<file path="src/rtl/core/psl_pkg.sv">
// ----------------------------------------------------------------------------
// psl_pkg
// Shared widths, register indexes, reset values and beat types of the PID
// speed loop with conditional-integration anti-windup.
// ----------------------------------------------------------------------------
package psl_pkg;

    // Field and datapath widths
    localparam int IN_W       = 17;                          // Q9.8 speed
    localparam int ERR_W      = IN_W + 1;                    // speed difference
    localparam int DERR_W     = ERR_W + 1;                   // error difference
    localparam int GAIN_W     = 24;                          // unsigned Q16.8
    localparam int LIM_W      = 13;                          // whole PWM counts
    localparam int FRAC_W     = 8;
    localparam int PTERM_W    = GAIN_W + ERR_W + 1 - FRAC_W;
    localparam int DTERM_W    = GAIN_W + DERR_W + 1 - FRAC_W;
    localparam int ITERM_W    = PTERM_W;
    localparam int PD_W       = DTERM_W + 1;                 // P + D
    localparam int SUM_W      = PD_W + 1;                    // P + D + I
    localparam int ACC_W      = 23;                          // integral, Q.8
    localparam int IACC_W     = ITERM_W + 1;                 // integral + step
    localparam int DRIVE_W    = 23;
    localparam int CFG_IDX_W  = 3;
    localparam int CFG_DATA_W = 24;

    // Register reset values
    localparam logic [GAIN_W-1:0] GAIN_PROP_RST = 24'd204800;
    localparam logic [GAIN_W-1:0] GAIN_INT_RST  = 24'd256000;
    localparam logic [GAIN_W-1:0] GAIN_DER_RST  = 24'd256;
    localparam logic [LIM_W-1:0]  DRIVE_LIM_RST = 13'd4200;
    localparam logic [LIM_W-1:0]  INT_LIM_RST   = 13'd1000;

    // Register indexes
    typedef enum logic [CFG_IDX_W-1:0] {
        REG_GAIN_PROP      = 3'd0,
        REG_GAIN_INTEGRAL  = 3'd1,
        REG_GAIN_DERIV     = 3'd2,
        REG_DRIVE_LIMIT    = 3'd3,
        REG_INTEGRAL_LIMIT = 3'd4
    } t_reg_idx;

    // Configuration register file contents
    typedef struct packed {
        logic [GAIN_W-1:0] gain_prop;
        logic [GAIN_W-1:0] gain_integral;
        logic [GAIN_W-1:0] gain_deriv;
        logic [LIM_W-1:0]  drive_limit;
        logic [LIM_W-1:0]  integral_limit;
    } t_cfg;

    // One input beat as held in the input register
    typedef struct packed {
        logic signed [IN_W-1:0] target_speed;
        logic signed [IN_W-1:0] measured_speed;
        logic                   clear;
    } t_sample;

    // Scaled terms handed from the multiply stage to the P+D sum stage
    typedef struct packed {
        logic signed [PTERM_W-1:0] pterm;
        logic signed [DTERM_W-1:0] dterm;
        logic signed [ITERM_W-1:0] iterm;
        logic                      err_pos;
        logic                      err_neg;
        logic                      clear;
    } t_prod;

endpackage

</file>
<file path="src/rtl/core/psl_cfg_regs.sv">
// ----------------------------------------------------------------------------
// psl_cfg_regs
// Gain and limit registers; writes to an index beyond the list are dropped.
// ----------------------------------------------------------------------------
module psl_cfg_regs (
    input  logic                            i_clk,
    input  logic                            i_rst_n,
    input  logic                            i_wr_en,
    input  logic [psl_pkg::CFG_IDX_W-1:0]   i_wr_index,
    input  logic [psl_pkg::CFG_DATA_W-1:0]  i_wr_data,
    output psl_pkg::t_cfg                   o_cfg
);

    psl_pkg::t_cfg r_cfg;
    psl_pkg::t_cfg n_cfg;

    // Decode the register index
    always_comb begin
        n_cfg = r_cfg;
        if (i_wr_en) begin
            case (psl_pkg::t_reg_idx'(i_wr_index))
                psl_pkg::REG_GAIN_PROP: begin
                    n_cfg.gain_prop = i_wr_data[psl_pkg::GAIN_W-1:0];
                end
                psl_pkg::REG_GAIN_INTEGRAL: begin
                    n_cfg.gain_integral = i_wr_data[psl_pkg::GAIN_W-1:0];
                end
                psl_pkg::REG_GAIN_DERIV: begin
                    n_cfg.gain_deriv = i_wr_data[psl_pkg::GAIN_W-1:0];
                end
                psl_pkg::REG_DRIVE_LIMIT: begin
                    n_cfg.drive_limit = i_wr_data[psl_pkg::LIM_W-1:0];
                end
                psl_pkg::REG_INTEGRAL_LIMIT: begin
                    n_cfg.integral_limit = i_wr_data[psl_pkg::LIM_W-1:0];
                end
                default: begin
                    n_cfg = r_cfg;
                end
            endcase
        end
    end

    always_ff @(posedge i_clk) begin
        if (!i_rst_n) begin
            r_cfg.gain_prop      <= psl_pkg::GAIN_PROP_RST;
            r_cfg.gain_integral  <= psl_pkg::GAIN_INT_RST;
            r_cfg.gain_deriv     <= psl_pkg::GAIN_DER_RST;
            r_cfg.drive_limit    <= psl_pkg::DRIVE_LIM_RST;
            r_cfg.integral_limit <= psl_pkg::INT_LIM_RST;
        end else begin
            r_cfg <= n_cfg;
        end
    end

    assign o_cfg = r_cfg;

endmodule

</file>
<file path="src/rtl/core/psl_front.sv">
// ----------------------------------------------------------------------------
// psl_front
// Error, error difference and the three gain products, registered.
// Keeps the previous error for the derivative term.
// ----------------------------------------------------------------------------
module psl_front (
    input  logic              i_clk,
    input  logic              i_rst_n,
    input  logic              i_load,
    input  psl_pkg::t_sample  i_sample,
    input  psl_pkg::t_cfg     i_cfg,
    output psl_pkg::t_prod    o_prod
);

    localparam int PW = psl_pkg::GAIN_W + psl_pkg::ERR_W + 1;
    localparam int DW = psl_pkg::GAIN_W + psl_pkg::DERR_W + 1;

    logic signed [psl_pkg::ERR_W-1:0]  r_prev_error;
    logic signed [psl_pkg::ERR_W-1:0]  err;
    logic signed [psl_pkg::DERR_W-1:0] derr;
    logic signed [PW-1:0]              p_full;
    logic signed [DW-1:0]              d_full;
    logic signed [PW-1:0]              i_full;
    psl_pkg::t_prod                    n_prod;
    psl_pkg::t_prod                    r_prod;

    // Error and its change since the last tick
    assign err  = psl_pkg::ERR_W'(i_sample.target_speed)
                - psl_pkg::ERR_W'(i_sample.measured_speed);
    assign derr = psl_pkg::DERR_W'(err) - psl_pkg::DERR_W'(r_prev_error);

    // Gain products, Q.16; dropping 8 bits of a signed value floors
    assign p_full = $signed({1'b0, i_cfg.gain_prop}) * err;
    assign d_full = $signed({1'b0, i_cfg.gain_deriv}) * derr;
    assign i_full = $signed({1'b0, i_cfg.gain_integral}) * err;

    always_comb begin
        n_prod.pterm   = p_full[PW-1:psl_pkg::FRAC_W];
        n_prod.dterm   = d_full[DW-1:psl_pkg::FRAC_W];
        n_prod.iterm   = i_full[PW-1:psl_pkg::FRAC_W];
        n_prod.err_neg = err[psl_pkg::ERR_W-1];
        n_prod.err_pos = !err[psl_pkg::ERR_W-1] && (err != '0);
        n_prod.clear   = i_sample.clear;
    end

    // Error history advances with each beat
    always_ff @(posedge i_clk) begin
        if (!i_rst_n) begin
            r_prev_error <= '0;
        end else if (i_load) begin
            r_prev_error <= i_sample.clear ? '0 : err;
        end
    end

    // Product register
    always_ff @(posedge i_clk) begin
        if (i_load) begin
            r_prod <= n_prod;
        end
    end

    assign o_prod = r_prod;

endmodule

</file>
<file path="src/rtl/core/psl_back.sv">
// ----------------------------------------------------------------------------
// psl_back
// P+D sum register, then the integrator with its hold and clamp, and the
// clamped drive in the result register.
// ----------------------------------------------------------------------------
module psl_back (
    input  logic                                 i_clk,
    input  logic                                 i_rst_n,
    input  logic                                 i_load_sum,
    input  logic                                 i_load_out,
    input  psl_pkg::t_prod                       i_prod,
    input  psl_pkg::t_cfg                        i_cfg,
    output logic signed [psl_pkg::DRIVE_W-1:0]   o_drive
);

    localparam int SUM_W  = psl_pkg::SUM_W;
    localparam int IACC_W = psl_pkg::IACC_W;
    localparam int ACC_W  = psl_pkg::ACC_W;

    // Sum stage
    logic signed [psl_pkg::PD_W-1:0]    r_pd;
    logic signed [psl_pkg::ITERM_W-1:0] r_iterm;
    logic                               r_err_pos;
    logic                               r_err_neg;
    logic                               r_clear;

    // Integrator and result
    logic signed [ACC_W-1:0]            r_acc;
    logic signed [ACC_W-1:0]            n_acc;
    logic signed [psl_pkg::DRIVE_W-1:0] r_drive;
    logic signed [psl_pkg::DRIVE_W-1:0] n_drive;

    logic signed [ACC_W-1:0]            ilim;
    logic signed [ACC_W-1:0]            olim;
    logic signed [SUM_W-1:0]            preclip;
    logic                               hold;
    logic signed [IACC_W-1:0]           acc_sum;
    logic signed [ACC_W-1:0]            acc_clamp;
    logic signed [SUM_W-1:0]            drive_sum;

    // Limits in Q.8
    assign ilim = $signed({2'b00, i_cfg.integral_limit, 8'h00});
    assign olim = $signed({2'b00, i_cfg.drive_limit, 8'h00});

    always_ff @(posedge i_clk) begin
        if (i_load_sum) begin
            r_pd      <= psl_pkg::PD_W'(i_prod.pterm) + psl_pkg::PD_W'(i_prod.dterm);
            r_iterm   <= i_prod.iterm;
            r_err_pos <= i_prod.err_pos;
            r_err_neg <= i_prod.err_neg;
            r_clear   <= i_prod.clear;
        end
    end

    // Integrate unless it would deepen saturation
    assign preclip = SUM_W'(r_pd) + SUM_W'(r_acc);

    assign hold = (r_acc >= ilim && r_err_pos)
               || (r_acc <= -ilim && r_err_neg)
               || (preclip >= SUM_W'(olim) && r_err_pos)
               || (preclip <= -SUM_W'(olim) && r_err_neg);

    assign acc_sum = hold ? IACC_W'(r_acc) : IACC_W'(r_acc) + IACC_W'(r_iterm);

    always_comb begin
        if (acc_sum >= IACC_W'(ilim)) begin
            acc_clamp = ilim;
        end else if (acc_sum <= -IACC_W'(ilim)) begin
            acc_clamp = -ilim;
        end else begin
            acc_clamp = acc_sum[ACC_W-1:0];
        end
    end

    // Output clamp
    assign drive_sum = SUM_W'(r_pd) + SUM_W'(acc_clamp);

    always_comb begin
        if (drive_sum >= SUM_W'(olim)) begin
            n_drive = olim;
        end else if (drive_sum <= -SUM_W'(olim)) begin
            n_drive = -olim;
        end else begin
            n_drive = drive_sum[psl_pkg::DRIVE_W-1:0];
        end
        n_acc = acc_clamp;
        if (r_clear) begin
            n_drive = '0;
            n_acc   = '0;
        end
    end

    always_ff @(posedge i_clk) begin
        if (!i_rst_n) begin
            r_acc <= '0;
        end else if (i_load_out) begin
            r_acc <= n_acc;
        end
    end

    always_ff @(posedge i_clk) begin
        if (i_load_out) begin
            r_drive <= n_drive;
        end
    end

    assign o_drive = r_drive;

    // A cleared beat leaves zero drive and an empty integrator
    a_clear_zero: assert property (@(posedge i_clk) disable iff (!i_rst_n)
        i_load_out && r_clear |=> (r_drive == '0) && (r_acc == '0))
        else $error("clear did not zero drive and integrator");

    // Drive stays inside the output clamp
    a_drive_bound: assert property (@(posedge i_clk) disable iff (!i_rst_n)
        i_load_out |=> (r_drive <= olim) && (r_drive >= -olim))
        else $error("drive outside clamp");

    // Integrator only moves with a beat
    a_acc_hold: assert property (@(posedge i_clk) disable iff (!i_rst_n)
        !i_load_out |=> $stable(r_acc))
        else $error("integrator changed without a beat");

endmodule

</file>
<file path="src/rtl/core/pid_speed_loop_cond_antiwindup_unit.sv">
// ----------------------------------------------------------------------------
// pid_speed_loop_cond_antiwindup_unit
// Positional PID speed loop with conditional-integration anti-windup.
// ----------------------------------------------------------------------------
// The unit takes one beat per clock while no stall backs up to its input,
// and returns the drive for each beat through a four-register pipeline:
// input register, gain products, P+D sum, and integrator with clamped
// result. The rate of one beat per cycle is set by the integrator update,
// which closes within the last stage. Each stage moves on its own, so the
// unit keeps taking beats while a result waits at a stalled output until
// all four registers are full. Configuration writes are always ready and
// must only be issued while no beat is in flight.
module pid_speed_loop_cond_antiwindup_unit (
    input  logic                                 i_clk,
    input  logic                                 i_rst_n,
    // Configuration write channel
    input  logic                                 i_cfg_valid,
    output logic                                 o_cfg_ready,
    input  logic [psl_pkg::CFG_IDX_W-1:0]        i_cfg_index,
    input  logic [psl_pkg::CFG_DATA_W-1:0]       i_cfg_data,
    // Input channel
    input  logic                                 i_in_valid,
    output logic                                 o_in_stall,
    input  logic signed [psl_pkg::IN_W-1:0]      i_target_speed,
    input  logic signed [psl_pkg::IN_W-1:0]      i_measured_speed,
    input  logic                                 i_clear,
    // Output channel
    output logic                                 o_out_valid,
    input  logic                                 i_out_stall,
    output logic signed [psl_pkg::DRIVE_W-1:0]   o_drive
);

    psl_pkg::t_cfg    cfg;
    psl_pkg::t_sample r_sample;
    psl_pkg::t_prod   prod;

    logic r_v1;
    logic r_v2;
    logic r_v3;
    logic r_out_valid;
    logic rdy1;
    logic rdy2;
    logic rdy3;
    logic rdy4;
    logic load_in;
    logic mv1;
    logic mv2;
    logic mv3;

    // Configuration registers
    assign o_cfg_ready = 1'b1;

    psl_cfg_regs u_cfg (
        .i_clk      (i_clk),
        .i_rst_n    (i_rst_n),
        .i_wr_en    (i_cfg_valid && o_cfg_ready),
        .i_wr_index (i_cfg_index),
        .i_wr_data  (i_cfg_data),
        .o_cfg      (cfg)
    );

    // Stage flow: a stage takes a beat when it is empty or its beat moves on
    assign rdy4    = !r_out_valid || !i_out_stall;
    assign rdy3    = !r_v3 || rdy4;
    assign rdy2    = !r_v2 || rdy3;
    assign rdy1    = !r_v1 || rdy2;
    assign load_in = i_in_valid && rdy1;
    assign mv1     = r_v1 && rdy2;
    assign mv2     = r_v2 && rdy3;
    assign mv3     = r_v3 && rdy4;

    assign o_in_stall = !rdy1;

    always_ff @(posedge i_clk) begin
        if (!i_rst_n) begin
            r_v1        <= 1'b0;
            r_v2        <= 1'b0;
            r_v3        <= 1'b0;
            r_out_valid <= 1'b0;
        end else begin
            r_v1        <= load_in || (r_v1 && !mv1);
            r_v2        <= mv1 || (r_v2 && !mv2);
            r_v3        <= mv2 || (r_v3 && !mv3);
            r_out_valid <= mv3 || (r_out_valid && !rdy4);
        end
    end

    // Input register
    always_ff @(posedge i_clk) begin
        if (load_in) begin
            r_sample.target_speed   <= i_target_speed;
            r_sample.measured_speed <= i_measured_speed;
            r_sample.clear          <= i_clear;
        end
    end

    psl_front u_front (
        .i_clk    (i_clk),
        .i_rst_n  (i_rst_n),
        .i_load   (mv1),
        .i_sample (r_sample),
        .i_cfg    (cfg),
        .o_prod   (prod)
    );

    psl_back u_back (
        .i_clk      (i_clk),
        .i_rst_n    (i_rst_n),
        .i_load_sum (mv2),
        .i_load_out (mv3),
        .i_prod     (prod),
        .i_cfg      (cfg),
        .o_drive    (o_drive)
    );

    assign o_out_valid = r_out_valid;

    // Input stalls only with every stage occupied
    a_stall_full: assert property (@(posedge i_clk) disable iff (!i_rst_n)
        o_in_stall |-> (r_v1 && r_v2 && r_v3 && r_out_valid))
        else $error("input stalled with an empty stage");

    // A taken result with nothing behind it empties the output
    a_drain: assert property (@(posedge i_clk) disable iff (!i_rst_n)
        (r_out_valid && !i_out_stall && !r_v3) |=> !r_out_valid)
        else $error("result repeated");

    // A finished beat reaches the output when it is free
    a_fill: assert property (@(posedge i_clk) disable iff (!i_rst_n)
        (r_v3 && rdy4) |=> r_out_valid)
        else $error("result lost");

endmodule

</file>
<file path="config.mk">
export PLATFORM = sky130hd
export DESIGN_NAME = pid_speed_loop_cond_antiwindup_unit
export DESIGN_NICKNAME = d
export VERILOG_FILES = /design/src/rtl/core/psl_pkg.sv /design/src/rtl/core/psl_cfg_regs.sv /design/src/rtl/core/psl_front.sv /design/src/rtl/core/psl_back.sv /design/src/rtl/core/pid_speed_loop_cond_antiwindup_unit.sv
export SDC_FILE = /design/constraint.sdc
export NUM_CORES = 2
export LEC_CHECK = 0
export BUFFER_PORTS_ARGS = -buffer_cell sky130_fd_sc_hd__buf_2
export CORE_MARGIN = 3
export CORE_UTILIZATION = 45
export DETAILED_ROUTE_END_ITERATION = 8
export GPL_ROUTABILITY_DRIVEN = 0
export PLACE_DENSITY = 0.64
export SLEW_MARGIN = 20
export SYNTH_ARGS = -nofsm -noshare
export SYNTH_HDL_FRONTEND = slang
export SYNTH_SLANG_ARGS = --single-unit
</file>
<file path="constraint.sdc">
create_clock -name i_clk -period 17 [get_ports i_clk]
set_input_delay 1.7 -clock i_clk [delete_from_list [all_inputs] [get_ports i_clk]]
set_output_delay 1.7 -clock i_clk [all_outputs]
set_load 0.005 [all_outputs]
</file>
* After elaboration in Yosys (flattened, before gate mapping)
Index checks and enable logic that the tools add are counted.
** Storage, ports and cells
- Output and inout port bits :: 26
- Bits in registers :: 385
- Input port bits :: 67
- Word-level logic and storage cells :: 102
** Operators by class
- $add $sub $neg :: 10
- Multiplexer cells :: 7
- Eq/ne operators :: 4
- Order comparisons :: 8
- $mul :: 3
- Reductions and logical operators :: 43
** Operators by type and width (number)
- 2-to-1 mux 23 bit :: 4
- multiplier 25 x 18 -> 43 bit :: 2
- adder 37 x 23 -> 38 bit :: 2
- >= comparator 38 x 22 -> 1 bit :: 2
- <= comparator 38 bit :: 2
- negation 21 -> 23 bit :: 2
- multiplier 25 x 19 -> 44 bit :: 1
- negation 21 -> 38 bit :: 1
- adder 35 x 36 -> 37 bit :: 1
- adder 23 x 35 -> 36 bit :: 1
- >= comparator 36 x 22 -> 1 bit :: 1
- <= comparator 36 bit :: 1
- 2-to-1 mux 36 bit :: 1
- negation 21 -> 36 bit :: 1
- >= comparator 23 x 22 -> 1 bit :: 1
- <= comparator 23 bit :: 1
- 2-to-1 mux 21 bit :: 1
- subtractor 18 x 18 -> 19 bit :: 1
- 2-to-1 mux 18 bit :: 1
- nonzero test 18 bit :: 1
- subtractor 17 x 17 -> 18 bit :: 1
- logical AND 1 bit :: 13
- logical NOT 1 bit :: 11
- logical OR 1 bit :: 11
- other kinds (6) :: 11

* Logic depth before layout (Yosys ltp)
- Word-level depth :: 14
- Depth in mapped cells :: 65
- Mapped depth without buffers :: 60

* Cells and area by module
Synthesis repeated with hierarchy kept, for this count alone.
** Unflattened totals
- Cell total of the unflattened synthesis :: 7710
- Area, all modules :: 69824.5 sq um
** By module, submodules not included
- psl_front :: cells each 5301, times used 1, area an instance 48096.1 sq um, sequential area each 3633.5 sq um
- psl_back :: cells each 1987, times used 1, area an instance 16728.5 sq um, sequential area each 3403.3 sq um
- psl_cfg_regs :: cells each 366, times used 1, area an instance 3763.6 sq um, sequential area each 1961.9 sq um
- pid_speed_loop_cond_antiwindup_unit :: cells each 56, times used 1, area an instance 1236.2 sq um, sequential area each 1131.1 sq um

* Worst setup path after synthesis
OpenSTA, ideal clock, no wires.
- Path kind :: flip-flop to flip-flop
- From :: register u_back.r_acc[22]
- To :: register u_back.r_drive (netlist bit u_back.o_drive[21]) (data pin)
- Cell stages (with the launch flop) :: 60
- Clock period less this slack :: 12343 ps
- Data arrival time :: 12077 ps
- Data required time :: 16734 ps
- Library setup time :: 266 ps
- Slack :: 4657 ps
- Buffers on the path :: 6
- Cell sequence :: dfxtp_1 -> ha_1 -> buf_2 -> a21o_1 -> a21oi_1 -> o21ai_0 -> o21ai_0 -> and3b_1 -> a211o_1 -> mux2i_1 -> nand2b_1 -> ha_1 -> nand3_1 -> nor4_1 -> nand3_1 -> or3_1 -> or3b_1 -> o211ai_2 -> [... 24 more ...] -> o31a_1 -> o211ai_1 -> nand2_1 -> a21oi_1 -> and4b_1 -> a311o_1 -> ha_1 -> nand4_1 -> nor4_1 -> inv_1 -> o21ai_0 -> mux2i_1 -> a31oi_1 -> clkbuf_1 -> clkbuf_1 -> nor2_1 -> a21oi_1 -> nor2_1
** On the way
- Longest elaborated chain between the ends :: 12
- Elaborated cells between the ends (all ways) :: 23
- Those cells by class :: add/sub (3); order compare (8); mux (4); reduce/logical (8)
** RTL lines
- start: declaration :: RTL line psl_back.sv:28 : logic signed [ACC_W-1:0] r_acc;
- start signal: assignment :: RTL line psl_back.sv:97 : r_acc <= n_acc;
- adder 37 x 23 -> 38 bit, or another cell as far along :: RTL line psl_back.sv:56 : assign preclip = SUM_W'(r_pd) + SUM_W'(r_acc);
- >= comparator 38 x 22 -> 1 bit, or another cell as far along :: RTL line psl_back.sv:60 : || (preclip >= SUM_W'(olim) && r_err_pos)
- logical AND 1 bit or logical OR 1 bit (tied branches) :: RTL line psl_back.sv:60, psl_back.sv:59
- logical OR 1 bit :: RTL line psl_back.sv:60
- logical OR 1 bit :: RTL line psl_back.sv:61 : || (preclip <= -SUM_W'(olim) && r_err_neg);
- 2-to-1 mux 36 bit (*) :: RTL line psl_back.sv:63 : assign acc_sum = hold ? IACC_W'(r_acc) : IACC_W'(r_acc) + IACC_W'(r_iterm);
- <= comparator 36 bit :: RTL line psl_back.sv:68 : end else if (acc_sum <= -IACC_W'(ilim)) begin
- 2-to-1 mux 23 bit :: RTL line psl_back.sv:68
- 2-to-1 mux 23 bit (*) :: RTL line psl_back.sv:66 : if (acc_sum >= IACC_W'(ilim)) begin
- adder 37 x 23 -> 38 bit (*) :: RTL line psl_back.sv:76 : assign drive_sum = SUM_W'(r_pd) + SUM_W'(acc_clamp);
- <= comparator 38 bit or >= comparator 38 x 22 -> 1 bit (tied branches) :: RTL line psl_back.sv:81, psl_back.sv:79
- 2-to-1 mux 23 bit or OR reduction 2 bit (tied branches)
- end signal: assignment :: RTL line psl_back.sv:103 : r_drive <= n_drive;
- end: declaration :: RTL line psl_back.sv:30 : logic signed [psl_pkg::DRIVE_W-1:0] r_drive;
Every way passes the cells marked *; elsewhere a longest branch is shown, timed or not.
A chain may end at the register's enable or synchronous reset.

* Worst setup path in the final report
- From :: register u_back.r_acc[22]
- To :: register u_back.r_drive (netlist bit u_back.o_drive[8]) (data pin)
** On the way
- Longest elaborated chain between the ends :: 13
- Elaborated cells between the ends (all ways) :: 23
- Those cells by class :: add/sub (3); order compare (8); mux (5); reduce/logical (7)
** RTL lines
- adder 37 x 23 -> 38 bit, or another cell as far along :: RTL line psl_back.sv:56
- >= comparator 38 x 22 -> 1 bit, or another cell as far along :: RTL line psl_back.sv:60
- logical AND 1 bit or logical OR 1 bit (tied branches) :: RTL line psl_back.sv:60, psl_back.sv:59
- logical OR 1 bit :: RTL line psl_back.sv:60
- logical OR 1 bit :: RTL line psl_back.sv:61
- 2-to-1 mux 36 bit (*) :: RTL line psl_back.sv:63
- <= comparator 36 bit :: RTL line psl_back.sv:68
- 2-to-1 mux 23 bit :: RTL line psl_back.sv:68
- 2-to-1 mux 23 bit (*) :: RTL line psl_back.sv:66
- adder 37 x 23 -> 38 bit (*) :: RTL line psl_back.sv:76
- <= comparator 38 bit :: RTL line psl_back.sv:81 : end else if (drive_sum <= -SUM_W'(olim)) begin
- 2-to-1 mux 23 bit :: RTL line psl_back.sv:81
- 2-to-1 mux 21 bit (*) :: RTL line psl_back.sv:79 : if (drive_sum >= SUM_W'(olim)) begin
Marks and branches as above.

==> flow_summary.toml <==
[logic_synthesis]
yosys-top-cells-area = "fa_1, ha_1, edfxtp_1"
seq_area_frac_synth_pct = 14.8
syn_nets = 9543
yosys.area.top_type = "fa_1"
netlist.area_leader.share_pct = 31.5
synth_cell_types = 100
ys_ff_latch = 385
yosysWarningCount = 0
synth.avg_cell_area_um2 = 9.02
async_flop_share_pct = 0
yosys_most_used_dff = "edfxtp_1"
syn_area_um2 = 68700
syn_inst = 7613
synth-edff-count = 242

[sta]
drv_slew = 0
rsz0062_at_grt = "no"
finalClockSkew_ns = 0.0358
fmax_mhz = 65.3
relSlewSlack_pct = 25.6
finalHoldViolations = 0
whs_ns = 0.415
worst_pin_slew_ns = 1.11
period_minus_slack_ns = 15.32
setup_violations = 0
setup_tns_ns = 0
finalCritPeriodShare_pct = 90.1

[placed_design]
io_buffers = 91
dpl.hpwl_mm = 152
place_area_um2 = 71400

[job]
cap_violations = 0

[min_path]
hold_path_class = "reg -> reg"
min_to = "u_back.r_iterm[30]"
hold-path-cell-count = 0
min_from = "u_front.o_prod[33]"

[cells_and_area]
stdcell_area_um2 = 72800
nets = 9439
area_growth_pct = 6.03
final_cell_mix = "inv_1, nand2_1, fa_1"
final_util_pct = 48.3
drive_gt1_share_pct = 5.25
mostFrequentLayoutCell = "inv_1"

[route]
wl_per_cell_um = 20.2
ant_nets = 0
viasPerCell = 5.54
drtPass1Iterations = 8
drc = 0
vias = 53000
wl_mm = 194
drtIter0Drc = 3905

[critical_path]
ff2ff_setup_slack_ns = 1.68
start_kind = "flip-flop"
max_stage_delay_ns = 0.69
critPathKind = "reg -> reg"
crit_start = "u_back.r_acc[22]"
crit_path_max_fanout = 30
r2r-start = "u_back.r_acc[22]"
crit_required_ns = 17.44
crit_path_frequent_cell = "ha_1"
regToRegEndpoint = "u_back.o_drive[8]"
r2r_cells = 55
slowest_stage = "dfxtp_1"
cp.arrival_ns = 15.76
critPathCaptureType = "flip-flop"

[grt]
antenna_found_initial = 11
grt_max_degree = 72
track_usage_pct = 25.0
grt_overflow = 0
grt_pass1_wl_mm = 310
grt_pass1_vias = 54900

[cts]
cts_buffer_depth = 3
ctsHoldBuffers = 0
clkSlewWorstSetupHoldPaths_ns = 0.06
cts_made_buffers = 44
cts_tree = "done"
post-cts-setup-buffer-count = 0
cts_resized = 0
clk_latency_ns = 0.61
htree_levels = 2
cts-root-buf = "clkbuf_16"
clock_sinks = 385

[power_and_ir_drop]
vdd_drop_max_v = 0.000606
powerDensity_nw_per_um2 = 194
leakagePower_uw = 0.0351
totalPowerFinal_uw = 14100

[die]
fp.dieW_um = 397
ios = 93
coreArea_um2 = 151000
die_area_um2 = 157000
rows = 142
die_y_um = 397
start_util_pct = 45.6

[run_status]
status = "finished clean"
-- worst max path at each step --
stage,to,slack (ns),cells past startpoint
2_1_floorplan,u_back.o_drive[21],4.66,59
3_3_place_gp,u_back.o_drive[8],2.61,55
3_5_place_dp,u_back.o_drive[20],2.08,55
4_1_cts,u_back.o_drive[10],2.01,55
5_1_grt,u_back.o_drive[20],0.81,55
6_report,u_back.o_drive[8],1.68,55
-- kinds of logic after synthesis --
family | share of synthesized area (%)
AO/OA/AOI/OAI | 9.45
multiplexers | 1.11
other | 0.00546
buffers and inverters | 9.31
AND/OR/NAND/NOR | 16.5
flip-flops | 14.8
adder cells (fa/ha/maj) | 45.8
XOR/XNOR | 3.15
-- routing by layer --
metal  up-vias  track usage (%)  wire length (um)
met5         -                0                57
met4         8             7.49              6340
met3       336             4.16             16000
met2      1897             39.4             86200
met1     26700             35.3             85000
li1      24000                -                 -
-- per-stage QoR --
| stage | setup slack (ns) | cells |
|---|---|---|
| after floorplan | 4.66 | 7613 |
| after global placement | 2.61 | 9479 |
| after detailed placement | 2.08 | 9479 |
| after CTS | 2.01 | 9560 |
| after global routing | 0.814 | 9560 |
| final | 1.68 | 9564 |
-- critical path: cells and delay by family, from the launching register on --
| kind | cells | cell delay, ns |
|---|---|---|
| compound gates | 23 | 5.46 |
| simple gates | 18 | 5.00 |
| fa+ha+maj | 6 | 1.94 |
| buf+inv | 5 | 1.42 |
| flops | 1 | 0.69 |
| mux | 3 | 0.61 |
-- Yosys cell counts (13+ instances only) --
master    instances
xor2_1           72
a21o_1          131
a21boi_0         13
o21a_1           56
o21bai_1         27
and2_1          356
mux2i_1          32
and4_1           13
o21ai_0         148
a211oi_1         38
edfxtp_1        242
nor2_1          251
and3_1           51
ha_1            783
inv_1          1328
a31oi_1          24
nor4_1           36
mux2_2           38
nand2b_1        146
nor3_1           59
xnor2_1         175
nand4_1          41
nand2_1        1171
dfxtp_1         143
o31ai_1          15
a22o_1           24
nor2b_1          83
a22oi_1          17
nand3_1          71
buf_1            28
a21oi_1         314
or2_2            16
clkbuf_1        315
fa_1           1080
o211ai_1         28
or3_1            19
-- power breakdown --
group	switching, uW	internal [uW]
clock network	418	538
registers	100	1700
logic	6850	4540
total	7370	6780
-- area by class of cell --
type | count | area (um2)
Clock inverter | 16 | 144
Clock buffer | 65 | 1270
Fill cell | 14400 | 77900
Tap cell | 2016 | 2520
Timing Repair Buffer | 209 | 1340
Antenna cell | 4 | 10.0
Multi-Input combinational cell | 5536 | 52400
Sequential cell | 385 | 10100
Inverter | 1333 | 5010
-- sequential cells by signal, indices dropped and copies added (netlist names), named ones only --
| name | count |
|---|---|
| r_sample | 35 |
| r_v1 | 1 |
| r_v2 | 1 |
| r_v3 | 1 |
| u_back.o_drive | 23 |
| u_back.r_acc | 23 |
| u_back.r_clear | 1 |
| u_back.r_err_neg | 1 |
| u_back.r_err_pos | 1 |
| u_back.r_iterm | 35 |
| u_back.r_pd | 37 |
| u_cfg.o_cfg | 98 |
| u_front.o_prod | 109 |
| u_front.r_prev_error | 18 |
Power figures use the tool's default switching activity.
